--- config.mk ---
export PLATFORM = sky130hd
export DESIGN_NAME = substring_replace_stream
export DESIGN_NICKNAME = d
export VERILOG_FILES = /design/src/srs_pkg.sv /design/src/srs_front.sv /design/src/srs_cmdq.sv /design/src/srs_back.sv /design/src/substring_replace_stream.sv
export VERILOG_INCLUDE_DIRS = /design/src /design/src/src
export SDC_FILE = /design/constraint.sdc
export NUM_CORES = 1
export LEC_CHECK = 0
export BUFFER_PORTS_ARGS = -buffer_cell sky130_fd_sc_hd__buf_2
export CAP_MARGIN = 15
export CORE_UTILIZATION = 35
export CTS_CLUSTER_SIZE = 20
export DETAILED_ROUTE_END_ITERATION = 8
export SETUP_SLACK_MARGIN = 0.15
export SLEW_MARGIN = 5
export SYNTH_ARGS = -nofsm -noshare
export SYNTH_HDL_FRONTEND = slang
export SYNTH_SLANG_ARGS = --single-unit
--- constraint.sdc ---
create_clock -name clk -period 8 [get_ports clk]
set_input_delay 0.4 -clock clk [delete_from_list [all_inputs] [get_ports clk]]
set_output_delay 0.4 -clock clk [all_outputs]
set_load 0.02 [all_outputs]
--- src/substring_replace_stream_defines.svh ---
// assertion helpers for the find and replace block
`ifndef SUBSTRING_REPLACE_STREAM_DEFINES_SVH
`define SUBSTRING_REPLACE_STREAM_DEFINES_SVH

// condition and consequence in the same cycle
`define SRS_ASSERT_NOW(lbl, ante, cons, msg) \
	lbl: assert property (@(posedge clk) disable iff (!arst_n) (ante) |-> (cons)) \
		else $error(msg);

// consequence in the cycle after the condition
`define SRS_ASSERT_NEXT(lbl, ante, cons, msg) \
	lbl: assert property (@(posedge clk) disable iff (!arst_n) (ante) |=> (cons)) \
		else $error(msg);

`endif

--- src/srs_pkg.sv ---
`default_nettype none

package srs_pkg;

	localparam int LEN_W      = 4;
	localparam int DATA_W     = 64;
	localparam int IDX_W      = 2;
	localparam int CMD_LANES  = 8;
	localparam int BEAT_W     = $clog2(CMD_LANES);
	localparam int CMDQ_DEPTH = 2;
	localparam int CMDQ_PTR_W = $clog2(CMDQ_DEPTH);
	localparam int CMDQ_CNT_W = $clog2(CMDQ_DEPTH + 1);

	localparam logic [IDX_W-1:0] REG_PATTERN_BYTES     = IDX_W'(0);
	localparam logic [IDX_W-1:0] REG_PATTERN_LEN       = IDX_W'(1);
	localparam logic [IDX_W-1:0] REG_REPLACEMENT_BYTES = IDX_W'(2);
	localparam logic [IDX_W-1:0] REG_REPLACEMENT_LEN   = IDX_W'(3);

	// one accepted byte turned into a run of output bytes
	typedef struct packed {
		logic [CMD_LANES-1:0][7:0] lanes;
		logic [LEN_W-1:0]          count;
		logic                      last;
	} cmd_t;

endpackage

`default_nettype wire

--- src/srs_front.sv ---
`default_nettype none

module srs_front #(
	parameter int MAX_PATTERN     = 8,
	parameter int MAX_REPLACEMENT = 8
) (
	input  logic                         clk,
	input  logic                         arst_n,
	input  logic                         cfg_we,
	input  logic [srs_pkg::IDX_W-1:0]    cfg_index,
	input  logic [srs_pkg::DATA_W-1:0]   cfg_data,
	input  logic                         accept,
	input  logic [7:0]                   in_byte,
	input  logic                         in_last,
	output logic                         cmd_push,
	output srs_pkg::cmd_t                cmd
);
	import srs_pkg::*;

	localparam int FW = $clog2(MAX_PATTERN + 1);

	logic [DATA_W-1:0] pat_q, repl_q;
	logic [LEN_W-1:0]  plen_q, rlen_q;
	logic [FW-1:0]     fill_q;
	logic [7:0]        win_q [MAX_PATTERN];

	logic [LEN_W-1:0]  plen, rlen, fill_ext, f_new;
	logic              stale, at_len, hit, shift;
	logic [7:0]        w_ins [MAX_PATTERN];
	logic [7:0]        w_nxt [MAX_PATTERN];
	logic [FW-1:0]     fill_nxt;
	cmd_t              cmd_c;

	always_comb begin
		plen = (plen_q > LEN_W'(MAX_PATTERN)) ? LEN_W'(MAX_PATTERN) : plen_q;
		rlen = (rlen_q > LEN_W'(MAX_REPLACEMENT)) ? LEN_W'(MAX_REPLACEMENT) : rlen_q;
		fill_ext = LEN_W'(fill_q);
		f_new = fill_ext + LEN_W'(1);
		// window holds at least a full pattern: length was lowered mid text
		stale = fill_ext >= plen;
		at_len = !stale && (f_new == plen);
		hit = at_len;
		for (int k = 0; k < MAX_PATTERN; k++) begin
			w_ins[k] = (LEN_W'(k) == fill_ext) ? in_byte : win_q[k];
			if (LEN_W'(k) < plen && w_ins[k] != pat_q[8*k +: 8])
				hit = 1'b0;
		end

		cmd_c.lanes = '0;
		cmd_c.count = '0;
		cmd_c.last = in_last;
		fill_nxt = fill_q;
		shift = 1'b0;
		if (hit) begin
			for (int k = 0; k < CMD_LANES; k++)
				if (LEN_W'(k) < rlen)
					cmd_c.lanes[k] = repl_q[8*k +: 8];
			cmd_c.count = rlen;
			fill_nxt = '0;
		end else if (stale || in_last) begin
			// new byte sits right after the held ones, so send them all
			for (int k = 0; k < MAX_PATTERN; k++)
				if (LEN_W'(k) < f_new)
					cmd_c.lanes[k] = w_ins[k];
			cmd_c.count = f_new;
			fill_nxt = '0;
		end else if (at_len) begin
			// miss: oldest byte leaves, fill stays at pattern length minus one
			cmd_c.lanes[0] = w_ins[0];
			cmd_c.count = LEN_W'(1);
			shift = 1'b1;
		end else begin
			fill_nxt = FW'(f_new);
		end

		for (int k = 0; k < MAX_PATTERN - 1; k++)
			w_nxt[k] = shift ? w_ins[k+1] : w_ins[k];
		w_nxt[MAX_PATTERN-1] = shift ? 8'd0 : w_ins[MAX_PATTERN-1];
	end

	assign cmd_push = accept && (cmd_c.count != '0 || in_last);
	assign cmd = cmd_c;

	always_ff @(posedge clk or negedge arst_n) begin
		if (!arst_n) begin
			pat_q <= '0;
			repl_q <= '0;
			plen_q <= '0;
			rlen_q <= '0;
			fill_q <= '0;
		end else begin
			if (cfg_we) begin
				unique case (cfg_index)
					REG_PATTERN_BYTES:     pat_q <= cfg_data;
					REG_PATTERN_LEN:       plen_q <= cfg_data[LEN_W-1:0];
					REG_REPLACEMENT_BYTES: repl_q <= cfg_data;
					REG_REPLACEMENT_LEN:   rlen_q <= cfg_data[LEN_W-1:0];
					default: ;
				endcase
			end
			if (accept)
				fill_q <= fill_nxt;
		end
	end

	always_ff @(posedge clk) begin
		if (accept)
			for (int k = 0; k < MAX_PATTERN; k++)
				win_q[k] <= w_nxt[k];
	end

endmodule

`default_nettype wire

--- src/srs_cmdq.sv ---
`default_nettype none

module srs_cmdq (
	input  logic          clk,
	input  logic          arst_n,
	input  logic          wr_en,
	input  srs_pkg::cmd_t wr_cmd,
	output logic          full,
	input  logic          rd_en,
	output srs_pkg::cmd_t rd_cmd,
	output logic          empty
);
	import srs_pkg::*;

	cmd_t                  mem_q [CMDQ_DEPTH];
	logic [CMDQ_PTR_W-1:0] wr_ptr_q, rd_ptr_q;
	logic [CMDQ_CNT_W-1:0] cnt_q;
	logic                  do_wr, do_rd;

	assign full = cnt_q == CMDQ_CNT_W'(CMDQ_DEPTH);
	assign empty = cnt_q == '0;
	assign do_wr = wr_en && !full;
	assign do_rd = rd_en && !empty;
	assign rd_cmd = mem_q[rd_ptr_q];

	always_ff @(posedge clk or negedge arst_n) begin
		if (!arst_n) begin
			wr_ptr_q <= '0;
			rd_ptr_q <= '0;
			cnt_q <= '0;
		end else begin
			if (do_wr)
				wr_ptr_q <= (wr_ptr_q == CMDQ_PTR_W'(CMDQ_DEPTH - 1)) ? '0
					: wr_ptr_q + CMDQ_PTR_W'(1);
			if (do_rd)
				rd_ptr_q <= (rd_ptr_q == CMDQ_PTR_W'(CMDQ_DEPTH - 1)) ? '0
					: rd_ptr_q + CMDQ_PTR_W'(1);
			if (do_wr && !do_rd)
				cnt_q <= cnt_q + CMDQ_CNT_W'(1);
			else if (do_rd && !do_wr)
				cnt_q <= cnt_q - CMDQ_CNT_W'(1);
		end
	end

	always_ff @(posedge clk) begin
		if (do_wr)
			mem_q[wr_ptr_q] <= wr_cmd;
	end

endmodule

`default_nettype wire

--- src/srs_back.sv ---
`default_nettype none

module srs_back (
	input  logic          clk,
	input  logic          arst_n,
	input  srs_pkg::cmd_t head,
	input  logic          q_empty,
	output logic          q_pop,
	output logic [7:0]    out_byte,
	output logic          out_valid,
	output logic          out_last,
	output logic          empty,
	input  logic          pop
);
	import srs_pkg::*;

	logic [BEAT_W-1:0] idx_q;
	logic              oreg_full_q;
	logic [7:0]        byte_q;
	logic              vbit_q, last_q;
	logic              load, last_beat;

	// an empty run still yields one beat: the end marker
	assign last_beat = (head.count == '0) || (LEN_W'(idx_q) == head.count - LEN_W'(1));
	assign load = !q_empty && (!oreg_full_q || pop);
	assign q_pop = load && last_beat;

	always_ff @(posedge clk or negedge arst_n) begin
		if (!arst_n) begin
			oreg_full_q <= 1'b0;
			idx_q <= '0;
		end else begin
			if (load)
				oreg_full_q <= 1'b1;
			else if (pop)
				oreg_full_q <= 1'b0;
			if (load)
				idx_q <= last_beat ? '0 : idx_q + BEAT_W'(1);
		end
	end

	always_ff @(posedge clk) begin
		if (load) begin
			byte_q <= head.lanes[idx_q];
			vbit_q <= head.count != '0;
			last_q <= head.last && last_beat;
		end
	end

	assign out_byte = byte_q;
	assign out_valid = vbit_q;
	assign out_last = last_q;
	assign empty = !oreg_full_q;

endmodule

`default_nettype wire

--- src/substring_replace_stream.sv ---
// Streaming find and replace over a byte stream.
// Input side is a queue write: a byte and its last flag go in at an edge with push high
// and full low. Result side is a queue read: the oldest beat sits on out_byte, out_valid
// and out_last while empty is low and leaves at an edge with pop high.
// Configuration: cfg_we, cfg_index (0 pattern bytes, 1 pattern length, 2 replacement
// bytes, 3 replacement length) and cfg_data, to be written by the user only while the
// block is idle; the block itself does not enforce this. Each beat is one byte of
// rewritten text; a beat with out_valid low is the end marker of a text whose last
// byte left nothing to send, and it carries out_last. With the result side drained,
// the run for a byte passes the run queue and then the output register, which drives
// its first beat onto the outputs. Throughput: one byte in per cycle; results leave at
// one beat per cycle while pop is high, so a match holds the result port for one beat
// per replacement byte and the input stalls only once the two-entry run queue and the
// output register have filled. Reset clears the configuration to zero (pass through),
// empties the window, the run queue and the output register. When the receiver stops
// popping, the beat holds, the run queue fills and full rises; nothing is dropped.
`default_nettype none
`include "substring_replace_stream_defines.svh"

module substring_replace_stream #(
	parameter int MAX_PATTERN     = 8,
	parameter int MAX_REPLACEMENT = 8
) (
	input  logic                       clk,
	input  logic                       arst_n,
	input  logic                       cfg_we,
	input  logic [srs_pkg::IDX_W-1:0]  cfg_index,
	input  logic [srs_pkg::DATA_W-1:0] cfg_data,
	input  logic [7:0]                 in_byte,
	input  logic                       in_last,
	input  logic                       push,
	output logic                       full,
	output logic [7:0]                 out_byte,
	output logic                       out_valid,
	output logic                       out_last,
	output logic                       empty,
	input  logic                       pop
);
	import srs_pkg::*;

	logic accept, cmd_push, q_full, q_empty, q_pop;
	cmd_t cmd, head;

	assign full = q_full;
	assign accept = push && !q_full;

	srs_front #(
		.MAX_PATTERN     (MAX_PATTERN),
		.MAX_REPLACEMENT (MAX_REPLACEMENT)
	) u_front (
		.clk       (clk),
		.arst_n    (arst_n),
		.cfg_we    (cfg_we),
		.cfg_index (cfg_index),
		.cfg_data  (cfg_data),
		.accept    (accept),
		.in_byte   (in_byte),
		.in_last   (in_last),
		.cmd_push  (cmd_push),
		.cmd       (cmd)
	);

	srs_cmdq u_cmdq (
		.clk    (clk),
		.arst_n (arst_n),
		.wr_en  (cmd_push),
		.wr_cmd (cmd),
		.full   (q_full),
		.rd_en  (q_pop),
		.rd_cmd (head),
		.empty  (q_empty)
	);

	srs_back u_back (
		.clk       (clk),
		.arst_n    (arst_n),
		.head      (head),
		.q_empty   (q_empty),
		.q_pop     (q_pop),
		.out_byte  (out_byte),
		.out_valid (out_valid),
		.out_last  (out_last),
		.empty     (empty),
		.pop       (pop)
	);

	`SRS_ASSERT_NOW(a_marker_is_last, !empty && !out_valid, out_last, "end marker without last")
	`SRS_ASSERT_NEXT(a_output_refills, empty && !q_empty, !empty, "output register not refilled")
	`SRS_ASSERT_NEXT(a_push_lands, cmd_push, !q_empty, "pushed run missing from queue")

endmodule

`default_nettype wire
==> qor.csv <==
metric;value;unit
ant_nets;0;
path_clk_slew;0.06;ns
rsz0062_at_grt;no;
synth_edf_count;212;
drc;0;
avgSynthCellArea;13.5;um^2
netlist_instances;1311;
status;finished, final reports clean;
synth-warning-count;0;
crit_path_end_kind;flip-flop;
worst_path_max_delay_cell;a2111oi_0;
clock-sinks;360;
final_core_util;40.7;%
ys_async_sr_fraction;41.1;%
crit_top_cell;mux2i_1;
clock.fmax;158;MHz
wire_per_inst;23.9;um
seqCellArea;10100;um^2
num_vias;11400;
worst_pin_slew;1.11;ns
ir_worst_vdd;0.000166;V
multi_input_comb_area;7080;um^2
power_density;358;nW/um^2
dp_hpwl;36300;um
path_delay_family;simple AND/OR/NAND/NOR gates;
gr-total-overflow;0;
ys_types;62;
grt_pass1_vias;11400;
antenna_found_initial;0;
io_buffers;91;
num_io_pins;92;
critPathKind;reg2reg;
clk_path_buf_depth;3;
cts_tree;done;
power_leakage;0.00791;uW
core;49400;um^2
report.final.slew_viol_count;0;
grt_max_degree;71;
grt_usage;19.7;%
finalWeightedCongestion;0.895;
relSlewSlack;25.5;%
cts-buffers-inserted;42;
cts-root-buf;clkbuf_16;
grt_pass1_wl;73600;um
detail_route.iter0.violations;960;
crit_path_cell_trace;inv_1 > ha_1 > nor3b_4 > mux2i_1 > nor2_1 > a2111oi_0 > a21boi_0 > o21ai_0 > nand4b_2 > buf_12 > nor2_4 > buf_4 > mux2i_1;
area_delta_synth_final;13.9;%
yosysSeqAreaShare;57.1;%
crit_buf_inv;3;
max-cap-violations;0;
cpPeakStageDelay;0.89;ns
vias_per_cell;5.45;
synth_area;17600;um^2
finClkSkew;0.0227;ns
drtPass1Iterations;5;
critPathArrivalTime;6.70;ns
yosysTopAreaCellShare;36.1;%
hold_path_class;in2reg;
layout_commonest_cell;edfxtp_1;
yosysTopAreaCell;edfxtp_1;
n_antenna_cell;0;
setup_tns;0;ns
clk_latency;0.57;ns
min_period_over_period;78.9;%
start_util;35.7;%
num_rows;81;
ys_seq_elements;360;
setup_viol;0;
path_max_fanout;40;
die_w;226;um
drive_gt1_share;24.9;%
syn_nets;1403;
nNetsFinal;1479;
required;8.38;ns
yosys_most_used_dff;edfxtp_1;
drt-total-wl;49700;um
die_h;226;um
min_period;6.31;ns
die_area;51300;um^2
postCtsSetupBuffers;0;
htreeDepth;2;
start_kind;flip-flop;
final-hold-violation-count;0;
ys_top_cells_by_area;edfxtp_1, dfrtp_1, mux2i_1;
nFillCells;4624;
layout_common_cells;edfxtp_1, dfrtp_1, mux2i_1;
## worst reg2reg max path: stages, from the launching register on
cell	delay, ns
dfrtp_1	0.47
inv_1	0.18
ha_1	0.27
nor3b_4	0.69
mux2i_1	0.59
nor2_1	0.07
a2111oi_0	0.89
a21boi_0	0.20
o21ai_0	0.55
nand4b_2	0.38
buf_12	0.27
nor2_4	0.81
buf_4	0.45
mux2i_1	0.32
## per-stage QoR
stage | hold slack, ns | setup WS (ns) | power [uW] | cell area, um^2 | instances
final | 0.0642 | 1.69 | 7190 | 20100 | 2084
after global routing | 0.0635 | 1.36 | 7520 | 20100 | 2084
after CTS | 0.0348 | 1.24 | 7220 | 20100 | 2083
after detailed placement | 0.429 | 1.28 | 5390 | 18700 | 2005
after global placement | 0.422 | 1.36 | 5350 | 18700 | 2005
after floorplan | 0.104 | 2.00 | 4540 | 17600 | 1311
## cell type report
| cell class | count | area share (%) |
|---|---|---|
| Sequential cell | 360 | 50.1 |
| Multi-Input combinational cell | 827 | 35.2 |
| Clock buffer | 56 | 5.69 |
| Tap cell | 664 | 4.14 |
| Timing Repair Buffer | 111 | 3.12 |
| Inverter | 45 | 0.841 |
| Clock inverter | 21 | 0.822 |
## final timing paths
path / start / to / slack, ns / cells after the start
min in group asynchronous: arst_n / u_front.repl_q[39] / 0.38 / 2
hold reg to reg: u_back.oreg_full_q / u_back.oreg_full_q / 0.49 / 2
max in group asynchronous: arst_n / u_front.repl_q[15] / 5.89 / 4
hold / removal: cfg_data[35] / u_front.pat_q[35] / 0.06 / 3
setup reg to reg: u_front.fill_ext[0] / u_cmdq.mem_q[0][42] / 1.69 / 13
setup / recovery: u_front.fill_ext[0] / u_cmdq.mem_q[0][42] / 1.69 / 13
## routing by layer
metal  track usage, %  wire, um  up-vias
met5                0         0        -
met4             6.67      1450        0
met3             4.51      3570       81
met2             30.6     22600      426
met1             26.9     22100     5767
li1                 -         -     5078
## state kept, by name, indices dropped and copies added (netlist names), 2 cells and up
signal and count:
u_cmdq.mem_q 138, u_front.pat_q 64, u_front.fill_ext 4, u_front.win_q 64, u_front.rlen_q 4, u_front.repl_q 64, u_back.out_byte 8, u_front.plen_q 4
u_cmdq.cnt_q 2, u_back.idx_q 3
## cell usage after synthesis, drive strengths merged, types with 3 or more instances
| cell type | count |
|---|---|
| o31ai | 24 |
| nor3 | 8 |
| mux2i | 139 |
| o221ai | 5 |
| dfrtp | 148 |
| nand3b | 6 |
| nand3 | 12 |
| nor2 | 33 |
| or3 | 42 |
| nor4 | 6 |
| nand2b | 39 |
| a22oi | 5 |
| mux4 | 40 |
| ha | 12 |
| buf | 31 |
| a21oi | 29 |
| o22ai | 11 |
| xnor2 | 34 |
| mux2 | 122 |
| nor3b | 5 |
| inv | 45 |
| a221o | 4 |
| a31oi | 5 |
| nand4 | 5 |
| a2111oi | 6 |
| or4 | 3 |
| xor2 | 29 |
| nand2 | 94 |
| a21o | 4 |
| o41ai | 20 |
| edfxtp | 212 |
| o21ai | 32 |
| nor2b | 30 |
| clkbuf | 48 |
## report_power, final
part / internal [uW] / switching (uW) / total (uW)
sequential: 2650 / 298 / 2940
combinational: 947 / 1480 / 2430
clock: 1050 / 776 / 1820
total: 4640 / 2550 / 7190
## what timing repair did
action                    4_1_cts  5_1_grt
resized for setup               0        0
hold buffers                    1        0
hold endpoints to repair       55        0
## cells by family after synthesis
logic type,share of synthesized area (%)
flip-flops,57.1
AO/OA/AOI/OAI,6.58
buffers and inverters,3.04
XOR/XNOR,3.13
multiplexers,20.8
AND/OR/NAND/NOR,8.51
adder cells (fa/ha/maj),0.851
(Power assumes the default switching activity.)
